`src/rtl/pfs_pkg.sv`:
```
// pfs_pkg: shared constants, widths and the command/status bundles of the
// prime factor statistics block. Used by every module under rtl/ but pfs_checker.
package pfs_pkg;

  // operand width actually factored; the value port keeps its fixed width
  localparam int VALUE_BITS = 20;

  localparam int W_VALUE    = 20;
  localparam int W_PRIME    = 20;
  localparam int W_DISTINCT = 4;
  localparam int W_TOTAL    = 5;
  localparam int W_DCOUNT   = 8;
  localparam int W_DSUM     = 23;

  // candidate divisor must reach just past sqrt(2^VALUE_BITS)
  localparam int D_BITS    = VALUE_BITS / 2 + 2;
  localparam int SQ_BITS   = 2 * D_BITS;
  localparam int E_BITS    = $clog2(VALUE_BITS + 2);
  // radix-4 divider: two quotient bits per cycle
  localparam int DIV_STEPS = (VALUE_BITS + 1) / 2;
  localparam int DIV_W     = 2 * DIV_STEPS;
  localparam int DIV_CW    = $clog2(DIV_STEPS + 1);

  typedef struct packed {
    logic load;
    logic div_start;
    logic take;
    logic merge;
    logic advance;
    logic tail;
  } pfs_cmd_t;

  typedef struct packed {
    logic sq_over;
    logic div_done;
    logic div_zero;
    logic hit;
  } pfs_stat_t;

endpackage

```
`src/rtl/pfs_div.sv`:
```
// pfs_div: multi-cycle unsigned divider, two restoring steps per cycle.
// Depends on pfs_pkg for operand widths.
module pfs_div (
  input  logic                           clk,
  input  logic                           rst,
  input  logic                           start,
  input  logic [pfs_pkg::VALUE_BITS-1:0] dividend,
  input  logic [pfs_pkg::D_BITS-1:0]     divisor,
  output logic                           done,
  output logic [pfs_pkg::VALUE_BITS-1:0] quotient,
  output logic                           rem_zero
);
  import pfs_pkg::*;

  logic              run;
  logic [DIV_CW-1:0] cnt;
  logic [D_BITS-1:0] rem, rem_next;
  logic [DIV_W-1:0]  sh, sh_next;

  always_comb begin
    logic [D_BITS:0]   t;
    logic [D_BITS-1:0] r;
    logic [DIV_W-1:0]  s;
    r = rem;
    s = sh;
    for (int k = 0; k < 2; k++) begin
      t = {r, s[DIV_W-1]};
      s = {s[DIV_W-2:0], 1'b0};
      if (t >= {1'b0, divisor}) begin
        t    = t - {1'b0, divisor};
        s[0] = 1'b1;
      end
      r = t[D_BITS-1:0];
    end
    rem_next = r;
    sh_next  = s;
  end

  always_ff @(posedge clk) begin
    if (rst) begin
      run  <= 1'b0;
      done <= 1'b0;
      cnt  <= '0;
    end else begin
      done <= 1'b0;
      if (start) begin
        run <= 1'b1;
        cnt <= DIV_CW'(DIV_STEPS);
      end else if (run) begin
        cnt <= cnt - DIV_CW'(1);
        if (cnt == DIV_CW'(1)) begin
          run  <= 1'b0;
          done <= 1'b1;
        end
      end
    end
  end

  always_ff @(posedge clk) begin
    if (start) begin
      sh  <= DIV_W'(dividend);
      rem <= '0;
    end else if (run) begin
      sh  <= sh_next;
      rem <= rem_next;
    end
  end

  assign quotient = sh[VALUE_BITS-1:0];
  assign rem_zero = (rem == '0);

endmodule

```
`src/rtl/pfs_datapath.sv`:
```
// pfs_datapath: remainder, candidate divisor and factor statistics registers.
// Depends on pfs_pkg and instantiates pfs_div.
module pfs_datapath (
  input  logic                           clk,
  input  logic                           rst,
  input  logic [pfs_pkg::W_VALUE-1:0]    value,
  input  pfs_pkg::pfs_cmd_t              cmd,
  output pfs_pkg::pfs_stat_t             stat,
  output logic [pfs_pkg::W_PRIME-1:0]    smallest_prime,
  output logic [pfs_pkg::W_PRIME-1:0]    largest_prime,
  output logic [pfs_pkg::W_DISTINCT-1:0] distinct_primes,
  output logic [pfs_pkg::W_TOTAL-1:0]    total_primes,
  output logic [pfs_pkg::W_DCOUNT-1:0]   divisor_count,
  output logic [pfs_pkg::W_DSUM-1:0]     divisor_sum
);
  import pfs_pkg::*;

  logic [VALUE_BITS-1:0] n, rest, least, most, quotient;
  logic [D_BITS-1:0]     d;
  logic [SQ_BITS-1:0]    sq;
  logic [W_DISTINCT-1:0] distinct;
  logic [W_TOTAL-1:0]    total;
  logic [W_DCOUNT-1:0]   dcount, dcount_prod;
  logic [W_DSUM-1:0]     dsum, series, series_next, dsum_op, dsum_prod;
  logic [E_BITS-1:0]     e;
  logic                  hit, below_two, div_done, rem_zero;

  pfs_div u_div (
    .clk      (clk),
    .rst      (rst),
    .start    (cmd.div_start),
    .dividend (rest),
    .divisor  (d),
    .done     (div_done),
    .quotient (quotient),
    .rem_zero (rem_zero)
  );

  assign n  = VALUE_BITS'(value);
  assign sq = SQ_BITS'(d) * SQ_BITS'(d);

  // running 1 + d + ... + d^e, kept modulo the output width
  assign series_next = series * W_DSUM'(d) + W_DSUM'(1);
  // one multiplier serves the per-prime merge and the leftover prime
  assign dsum_op     = cmd.tail ? (W_DSUM'(rest) + W_DSUM'(1)) : series;
  assign dsum_prod   = dsum * dsum_op;
  assign dcount_prod = dcount * (W_DCOUNT'(e) + W_DCOUNT'(1));

  always_ff @(posedge clk) begin
    if (cmd.load) begin
      below_two <= (n < VALUE_BITS'(2));
      rest      <= n;
      d         <= D_BITS'(2);
      least     <= '0;
      most      <= '0;
      distinct  <= '0;
      total     <= '0;
      dcount    <= W_DCOUNT'(1);
      dsum      <= W_DSUM'(1);
      series    <= W_DSUM'(1);
      e         <= '0;
      hit       <= 1'b0;
    end else begin
      if (cmd.take) begin
        rest   <= quotient;
        e      <= e + E_BITS'(1);
        series <= series_next;
        if (!hit) begin
          hit      <= 1'b1;
          distinct <= distinct + W_DISTINCT'(1);
          most     <= VALUE_BITS'(d);
          if (least == '0) begin
            least <= VALUE_BITS'(d);
          end
        end
      end
      if (cmd.merge) begin
        dsum   <= dsum_prod;
        dcount <= dcount_prod;
        total  <= total + W_TOTAL'(e);
        e      <= '0;
        series <= W_DSUM'(1);
        hit    <= 1'b0;
      end
      if (cmd.advance) begin
        // 2, then odd candidates only
        d <= (d == D_BITS'(2)) ? D_BITS'(3) : d + D_BITS'(2);
      end
      if (cmd.tail && (rest > VALUE_BITS'(1))) begin
        if (least == '0) begin
          least <= rest;
        end
        if (rest > most) begin
          most <= rest;
        end
        distinct <= distinct + W_DISTINCT'(1);
        total    <= total + W_TOTAL'(1);
        dcount   <= {dcount[W_DCOUNT-2:0], 1'b0};
        dsum     <= dsum_prod;
      end
    end
  end

  assign stat.sq_over  = (sq > SQ_BITS'(rest));
  assign stat.div_done = div_done;
  assign stat.div_zero = rem_zero;
  assign stat.hit      = hit;

  assign smallest_prime  = below_two ? '0 : W_PRIME'(least);
  assign largest_prime   = below_two ? '0 : W_PRIME'(most);
  assign distinct_primes = below_two ? '0 : distinct;
  assign total_primes    = below_two ? '0 : total;
  assign divisor_count   = below_two ? '0 : dcount;
  assign divisor_sum     = below_two ? '0 : dsum;

endmodule

```
`src/rtl/pfs_ctrl.sv`:
```
// pfs_ctrl: sequencer for trial division, issues datapath commands.
// Depends on pfs_pkg for the command and status bundles.
module pfs_ctrl (
  input  logic               clk,
  input  logic               rst,
  input  logic               start,
  input  pfs_pkg::pfs_stat_t stat,
  output pfs_pkg::pfs_cmd_t  cmd,
  output logic               busy,
  output logic               done
);
  import pfs_pkg::*;

  localparam logic [2:0] S_IDLE  = 3'd0;
  localparam logic [2:0] S_TEST  = 3'd1;
  localparam logic [2:0] S_DIVGO = 3'd2;
  localparam logic [2:0] S_DIV   = 3'd3;
  localparam logic [2:0] S_DONE  = 3'd4;

  logic [2:0] state, state_next;

  always_comb begin
    cmd        = '0;
    state_next = state;
    case (state)
      S_IDLE: begin
        if (start) begin
          cmd.load   = 1'b1;
          state_next = S_TEST;
        end
      end
      S_TEST: begin
        if (stat.sq_over) begin
          cmd.tail   = 1'b1;
          state_next = S_DONE;
        end else begin
          cmd.div_start = 1'b1;
          state_next    = S_DIV;
        end
      end
      S_DIVGO: begin
        cmd.div_start = 1'b1;
        state_next    = S_DIV;
      end
      S_DIV: begin
        if (stat.div_done) begin
          if (stat.div_zero) begin
            // keep dividing by the same prime, regardless of the square bound
            cmd.take   = 1'b1;
            state_next = S_DIVGO;
          end else begin
            cmd.merge   = stat.hit;
            cmd.advance = 1'b1;
            state_next  = S_TEST;
          end
        end
      end
      S_DONE: begin
        state_next = S_IDLE;
      end
      default: begin
        state_next = S_IDLE;
      end
    endcase
  end

  always_ff @(posedge clk) begin
    if (rst) begin
      state <= S_IDLE;
    end else begin
      state <= state_next;
    end
  end

  assign busy = (state != S_IDLE);
  assign done = (state == S_DONE);

endmodule

```
`src/rtl/prime_factor_statistics_top.sv`:
```
// prime_factor_statistics_top: factors one integer by trial division and
// reports its factor statistics. Depends on pfs_pkg, pfs_ctrl, pfs_datapath.
//
// Usage:
//   Drive value and raise start while busy is low; the transfer happens at
//   that clock edge and busy rises on the next cycle. busy stays high until
//   the result has been shown.
//   The six result ports are marked valid by done, high for exactly one cycle;
//   the receiver has no way to hold them, so it must capture them then.
//   Values below 2 give all-zero results.
// Operation:
//   Candidates are 2 and then odd numbers up to sqrt of the remainder; each
//   gets a bound check that starts the radix-4 divider, its DIV_STEPS steps
//   and its done strobe; each factor found costs another divider pass, with
//   no bound check. A large prime near 2^20 tries 512 candidates. One item
//   is in flight at a time; the next may start after done.
// Reset:
//   rst (synchronous, active high) returns the sequencer to idle and drops
//   busy and done; no state carries from one item to the next.
module prime_factor_statistics_top (
  input  logic                           clk,
  input  logic                           rst,
  input  logic                           start,
  input  logic [pfs_pkg::W_VALUE-1:0]    value,
  output logic                           busy,
  output logic                           done,
  output logic [pfs_pkg::W_PRIME-1:0]    smallest_prime,
  output logic [pfs_pkg::W_PRIME-1:0]    largest_prime,
  output logic [pfs_pkg::W_DISTINCT-1:0] distinct_primes,
  output logic [pfs_pkg::W_TOTAL-1:0]    total_primes,
  output logic [pfs_pkg::W_DCOUNT-1:0]   divisor_count,
  output logic [pfs_pkg::W_DSUM-1:0]     divisor_sum
);
  import pfs_pkg::*;

  pfs_cmd_t  cmd;
  pfs_stat_t stat;

  pfs_ctrl u_ctrl (
    .clk   (clk),
    .rst   (rst),
    .start (start),
    .stat  (stat),
    .cmd   (cmd),
    .busy  (busy),
    .done  (done)
  );

  pfs_datapath u_datapath (
    .clk             (clk),
    .rst             (rst),
    .value           (value),
    .cmd             (cmd),
    .stat            (stat),
    .smallest_prime  (smallest_prime),
    .largest_prime   (largest_prime),
    .distinct_primes (distinct_primes),
    .total_primes    (total_primes),
    .divisor_count   (divisor_count),
    .divisor_sum     (divisor_sum)
  );

endmodule

```
`config.mk`:
```
export PLATFORM = sky130hd
export DESIGN_NAME = prime_factor_statistics_top
export DESIGN_NICKNAME = d
export VERILOG_FILES = /design/src/rtl/pfs_pkg.sv /design/src/rtl/pfs_div.sv /design/src/rtl/pfs_datapath.sv /design/src/rtl/pfs_ctrl.sv /design/src/rtl/prime_factor_statistics_top.sv
export SDC_FILE = /design/constraint.sdc
export NUM_CORES = 2
export LEC_CHECK = 0
export ABC_CLOCK_PERIOD_IN_PS = 18500
export BUFFER_PORTS_ARGS = -buffer_cell sky130_fd_sc_hd__buf_4
export CAP_MARGIN = 20
export CORE_MARGIN = 5
export CORE_UTILIZATION = 25
export DETAILED_ROUTE_END_ITERATION = 10
export SLEW_MARGIN = 25
export SYNTH_ARGS = -nofsm -noshare
export SYNTH_HDL_FRONTEND = slang
export SYNTH_SLANG_ARGS = --single-unit
```
`constraint.sdc`:
```
create_clock -name clk -period 18.5 [get_ports clk]
set_input_delay 5.55 -clock clk [delete_from_list [all_inputs] [get_ports clk]]
set_output_delay 5.55 -clock clk [all_outputs]
set_load 0.05 [all_outputs]
```
* Yosys cells after proc, flatten, opt, wreduce, memory -nomap -nowiden
Index checks and enable logic that the tools add are counted.
** Cells by class
- Add/subtract/negate cells :: 11
- $mul :: 4
- $lt $le $gt $ge :: 6
- Equal/unequal tests :: 9
- Multiplexer cells :: 55
- Bitwise operators :: 1
- Reduce and logical (&&, ||, !) cells :: 14
** Operators by type and width (number)
- two-way mux 20 bit :: 15
- two-way mux 23 bit :: 4
- two-way mux 12 bit :: 3
- >= comparator 13 x 12 -> 1 bit :: 2
- greater-than comparator 24 x 20 -> 1 bit :: 1
- multiplier 12 x 12 -> 24 bit :: 1
- two-way mux 4 bit :: 6
- two-way mux 8 bit :: 3
- subtractor 12 bit :: 2
- adder 23 x 1 -> 23 bit, second input constant :: 1
- multiplier 23 x 12 -> 23 bit :: 1
- multiplier 23 x 23 -> 23 bit :: 1
- adder 20 x 1 -> 21 bit, second input constant :: 1
- greater-than comparator 20 x 1 -> 1 bit, second input constant :: 1
- greater-than comparator 20 bit :: 1
- zero test 20 bit :: 1
- < comparator 20 x 2 -> 1 bit, second input constant :: 1
- two-way mux 3 bit :: 5
- two-way mux 5 bit :: 3
- adder 12 x 2 -> 12 bit, second input constant :: 1
- equality test 12 x 2 -> 1 bit, second input constant :: 1
- zero test 12 bit :: 1
- two-way mux 1 bit :: 12
- one-hot mux 3 bit (4 select lines) :: 1
- 22 further kinds :: 31
** Storage, ports and cells
- Flip-flop bits (word level) :: 183
- Bits of input ports :: 23
- Output and inout port bits :: 82
- Logic and storage cells :: 119

* Depth between registers and ports, before layout
- Depth after elaboration :: 8
- Gate-level depth with buffers :: 66
- Mapped depth without buffers :: 59

* Modules after synthesis
From an unflattened synthesis, not the netlist that was laid out.
** Second synthesis, totals
- Cells, all modules :: 3453
- Area, all modules :: 30081.4 µm²
** By module, submodules not included
- pfs_datapath :: instances 1, cells each 3080, area each 26595.5 µm², seq. area each 3052.9 µm²
- pfs_div :: instances 1, cells each 343, area each 3250.6 µm², seq. area each 960.9 µm²
- pfs_ctrl :: instances 1, cells each 30, area each 235.2 µm², seq. area each 60.1 µm²

* Worst setup path after synthesis
Ideal clock, no wire load.
- Path kind :: reg2reg
- Start :: reg u_datapath.d[9]
- End :: reg u_datapath.dsum[22]
- Setup time :: 0.079 ns
- Arrival :: 14.176 ns
- Data required time :: 18.421 ns
- Slack :: 4.245 ns
- Cell stages (with the launch flop) :: 59
- Path buffers :: 8
- Period minus slack after synthesis :: 14.255 ns
- Cell sequence :: dfxtp_1 -> clkbuf_1 -> clkbuf_1 -> buf_1 -> nand2_1 -> fa_1 -> inv_1 -> fa_1 -> fa_1 -> fa_1 -> inv_1 -> fa_1 -> inv_1 -> ha_1 -> a21oi_1 -> o21ai_0 -> a21oi_1 -> a21bo_2 -> (+23 left out) -> fa_1 -> fa_1 -> inv_1 -> fa_1 -> inv_1 -> fa_1 -> fa_1 -> fa_1 -> xnor2_1 -> xnor2_1 -> xnor2_1 -> xnor2_1 -> xnor2_1 -> xnor2_1 -> xnor2_1 -> xnor3_1 -> xnor2_1 -> a211oi_2
** On the way
- Longest elaborated chain between the ends :: 8
- Elaborated cells on any way between the ends :: 10
- Those cells by class :: 2 x mul; 1 x order compare; 5 x mux; 2 x reduce/logical
** Ends and longest elaborated chain
- start: declaration :: line pfs_datapath.sv:19 : logic [D_BITS-1:0] d;
- start signal: assignment :: line pfs_datapath.sv:87 : d <= (d == D_BITS'(2)) ? D_BITS'(3) : d + D_BITS'(2);
- multiplier 12 x 12 -> 24 bit * :: line pfs_datapath.sv:40 : assign sq = SQ_BITS'(d) * SQ_BITS'(d);
- greater-than comparator 24 x 20 -> 1 bit * :: line pfs_datapath.sv:104 : assign stat.sq_over = (sq > SQ_BITS'(rest));
- two-way mux 1 bit * :: line pfs_ctrl.sv:33 : if (stat.sq_over) begin
- two-way mux 1 bit * :: line pfs_ctrl.sv:25 : case (state)
- two-way mux 23 bit :: line pfs_datapath.sv:45 : assign dsum_op = cmd.tail ? (W_DSUM'(rest) + W_DSUM'(1)) : series;
- multiplier 23 x 23 -> 23 bit :: line pfs_datapath.sv:46 : assign dsum_prod = dsum * dsum_op;
- two-way mux 23 bit :: line pfs_datapath.sv:77 : if (cmd.merge) begin
- two-way mux 23 bit :: line pfs_datapath.sv:89 : if (cmd.tail && (rest > VALUE_BITS'(1))) begin
- end signal: assignment :: line pfs_datapath.sv:78 : dsum <= dsum_prod;
- end signal: assignment :: line pfs_datapath.sv:99 : dsum <= dsum_prod;
- end: declaration :: line pfs_datapath.sv:24 : logic [W_DSUM-1:0] dsum, series, series_next, dsum_op, dsum_prod;
Every way passes the cells marked *; elsewhere a longest branch is shown, timed or not. The select of a mux whose other input is x is not followed.
A chain may end at the register's enable or synchronous reset.

* Final worst setup path
- Start :: reg u_datapath.d[9]
- End :: reg u_datapath.dsum[21]
Same word-level chain as after synthesis.

==> run summary <==
drt first pass iters - 5
delay-heaviest family, CP - adder cells
post-cts resize count - 0
top-count cell post-synth - inv_1
cts bufs inserted - 17
nets@finish - 4,289
Crit-path slowest cell - mux2_1
Synth top cells by count - 608 x inv_1, 551 x nand2_1, 432 x fa_1
P&R area growth vs syn - 10.4%
Top FF cell, synth - dfxtp_1
critical path data required time - 18.85 ns
number of flops mapped to enable cells by yosys - 41
starting density of the core - 0.252
Syn Area/Cell - 8.35 sq um
#FFs+latches synth - 183
synthesized area - 29,700 sq um
clk_skew - 0.0184 ns
H-Tree Level Count - 4
Min-Delay Path Class - register to register
DP HPWL - 65,100 microns
Critical Path End Type - register
largest family of logic cells by synthesized area - adder cells
I/O Buffers - 104
first-pass GRT wire length - 140,000 microns
Setup-failing EPs final - 0
Post-Synth Simple-Gate Area - 0.194
Setup Buffers After CTS - 0
Synth top area share - 0.291
hold_ws - 0.486 ns
worst path bufs/invs - 14
Max VDD drop - 0.0970 mV
hold_buf cts - 0
chip height - 355 microns
Worst Tran Pin Value - 1.09 ns
Worst-path clk slew - 0.08 ns
n_diodes - 0
maximum clock path buffer count - 2
drt first-iter violations - 1,431
Inst Count DP - 5,079
layout cells sized above 1 - 0.0761
power per cell area - 50.4 nW/um^2
FMAX - 65.1 MHz
cell mode on critical path - inv_1
Unique masters post-synth - 73
critical path launch point type - register
fill cell count - 12,500
Clock Sinks - 183
post-synthesis xor/xnor area fraction - 0.0541
core outline area - 118,000 sq um
Pleak - 0.0150 uW
Routed wire per std cell - 16.9 microns
Place WS - 2.95 ns
complex-gate fraction of the synthesized area - 0.0815
final hold vios - 0
Ys Warns - 0
mux contribution to synthesized area - 0.0269
Routed Antenna Nets - 0
max-slew violations - 0
Clock Latency Late Sink - 0.50 ns
CP arrival - 15.70 ns
CTS root buf - clkbuf_16
gr ovfl total - 0
Boundary Pins - 105
Finished Core Util - 0.278
status - finished, final reports clean
Area contributors post-synth - fa_1 29%, ha_1 11%, dfxtp_1 9.6%, inv_1 7.7%, nand2_1 7.0%
GP Congestion - 0.889
RSZ-0062 raised after global routing - no
share of async-settable or async-resettable flops after synthesis - 0
initial antenna violation count - 1
Final WS setup - 3.15 ns
post-synthesis sequential area ratio - 0.137
post-route non-filler standard cell count - 5,112
Max-Slew Margin vs Limit - 0.257
DR vias/cell - 4.68
row count - 126
final WL - 86,300 microns
TNS Setup - 0 ns
Tcrit/Tclk final - 0.830
post-synthesis cell count - 3,561
die area - 126,000 sq um
largest stage delay on the critical path - 0.80 ns
Final Critical Period - 15.35 ns
largest area contributor in the netlist - fa_1
largest net degree at the start of global routing - 73
routed vias - 23,900
Synth Net Count - 4,287
crit-path max FO - 29
chip width - 355 microns
Max Cap Viol - 0
total track usage - 0.138
area share of fa/ha/maj cells after synthesis - 0.405
detailed-route DRC error count - 0
TritonCTS clock tree - built
critical path type - register to register
vias in the first global route - 25,100
## where the power goes
group / switching, uW / internal [uW] / total (uW)
clock network: 198 / 189 / 388
logic: 401 / 313 / 714
registers: 72.9 / 478 / 551
## worst paths after layout
kind / from / end / slack (ns) / cells after the start
setup / recovery: u_datapath.d[9]$_SDFFE_PP0P_ / u_datapath.dsum[21]$_SDFFE_PP0P_ / 3.15 / 61
hold / removal: u_datapath.total[0]$_SDFFE_PP0P_ / u_datapath.total[0]$_SDFFE_PP0P_ / 0.49 / 2
setup reg to reg: u_datapath.d[9]$_SDFFE_PP0P_ / u_datapath.dsum[21]$_SDFFE_PP0P_ / 3.15 / 61
hold reg to reg: u_datapath.total[0]$_SDFFE_PP0P_ / u_datapath.total[0]$_SDFFE_PP0P_ / 0.49 / 2
## stage by stage
stage | power (uW) | cell area, sq um
final | 1650 | 32800
after CTS | 1660 | 32800
after global routing | 1770 | 32800
after global placement | 1250 | 32200
after detailed placement | 1260 | 32200
after floorplan | 1070 | 29700
## cell type report
cell class	count	area, sq um	area share
tap	1536	1920	0.0586
multi-input combinational	2580	22700	0.691
inverter	617	2320	0.0706
clock inverter	14	143	0.00435
timing repair buffer	164	1250	0.0382
clock buffer	18	429	0.0131
sequential	183	4080	0.124
## logic make-up after synthesis
kind of cell / Yosys count
flip-flops: 183
XOR/XNOR: 179
AO/OA/AOI/OAI: 383
buffers and inverters: 798
AND/OR/NAND/NOR: 1241
multiplexers: 74
adder cells (fa/ha/maj): 703
## state kept, by name, summed over array words and instances, names as in the netlist, 5 cells and up
name / count
u_datapath.d: 12
u_datapath.dcount: 8
u_datapath.dsum: 23
u_datapath.e: 5
u_datapath.least: 20
u_datapath.most: 20
u_datapath.rest: 20
u_datapath.series: 23
u_datapath.total: 5
u_datapath.u_div.quotient: 20
u_datapath.u_div.rem: 12
## tightest hold or removal path: stages (launching register included)
cell,delay (ns)
dfxtp_1,0.34
nand2_1,0.06
a21oi_1,0.05
## metal layers
layer,GRT usage,share of wire
met5,0,0
met4,0.0396,0.028
met3,0.0208,0.060
met2,0.231,0.46
met1,0.187,0.45
## layout by cell type, fill, tap and decap left out, types with 10 or more instances in the layout
cell	n
a211oi_1	28
a21boi_0	11
dfxtp_1	141
nor4_1	24
a31oi_1	10
nor3_1	30
o21a_1	10
a221oi_1	14
xnor2_1	145
nand2b_1	29
o21bai_1	17
nand4_1	27
xor2_1	31
a21o_1	24
o21ai_0	65
and2_1	142
buf_4	162
nor2b_1	121
inv_1	607
a21oi_1	140
ha_1	271
mux2_2	40
a311oi_1	13
clkbuf_16	17
or2_2	11
fa_1	432
nor2_1	238
nand2_1	551
nand3_1	31
edfxtp_1	41
mux2i_1	28
Note: power is estimated with default switching activity, not from simulation.
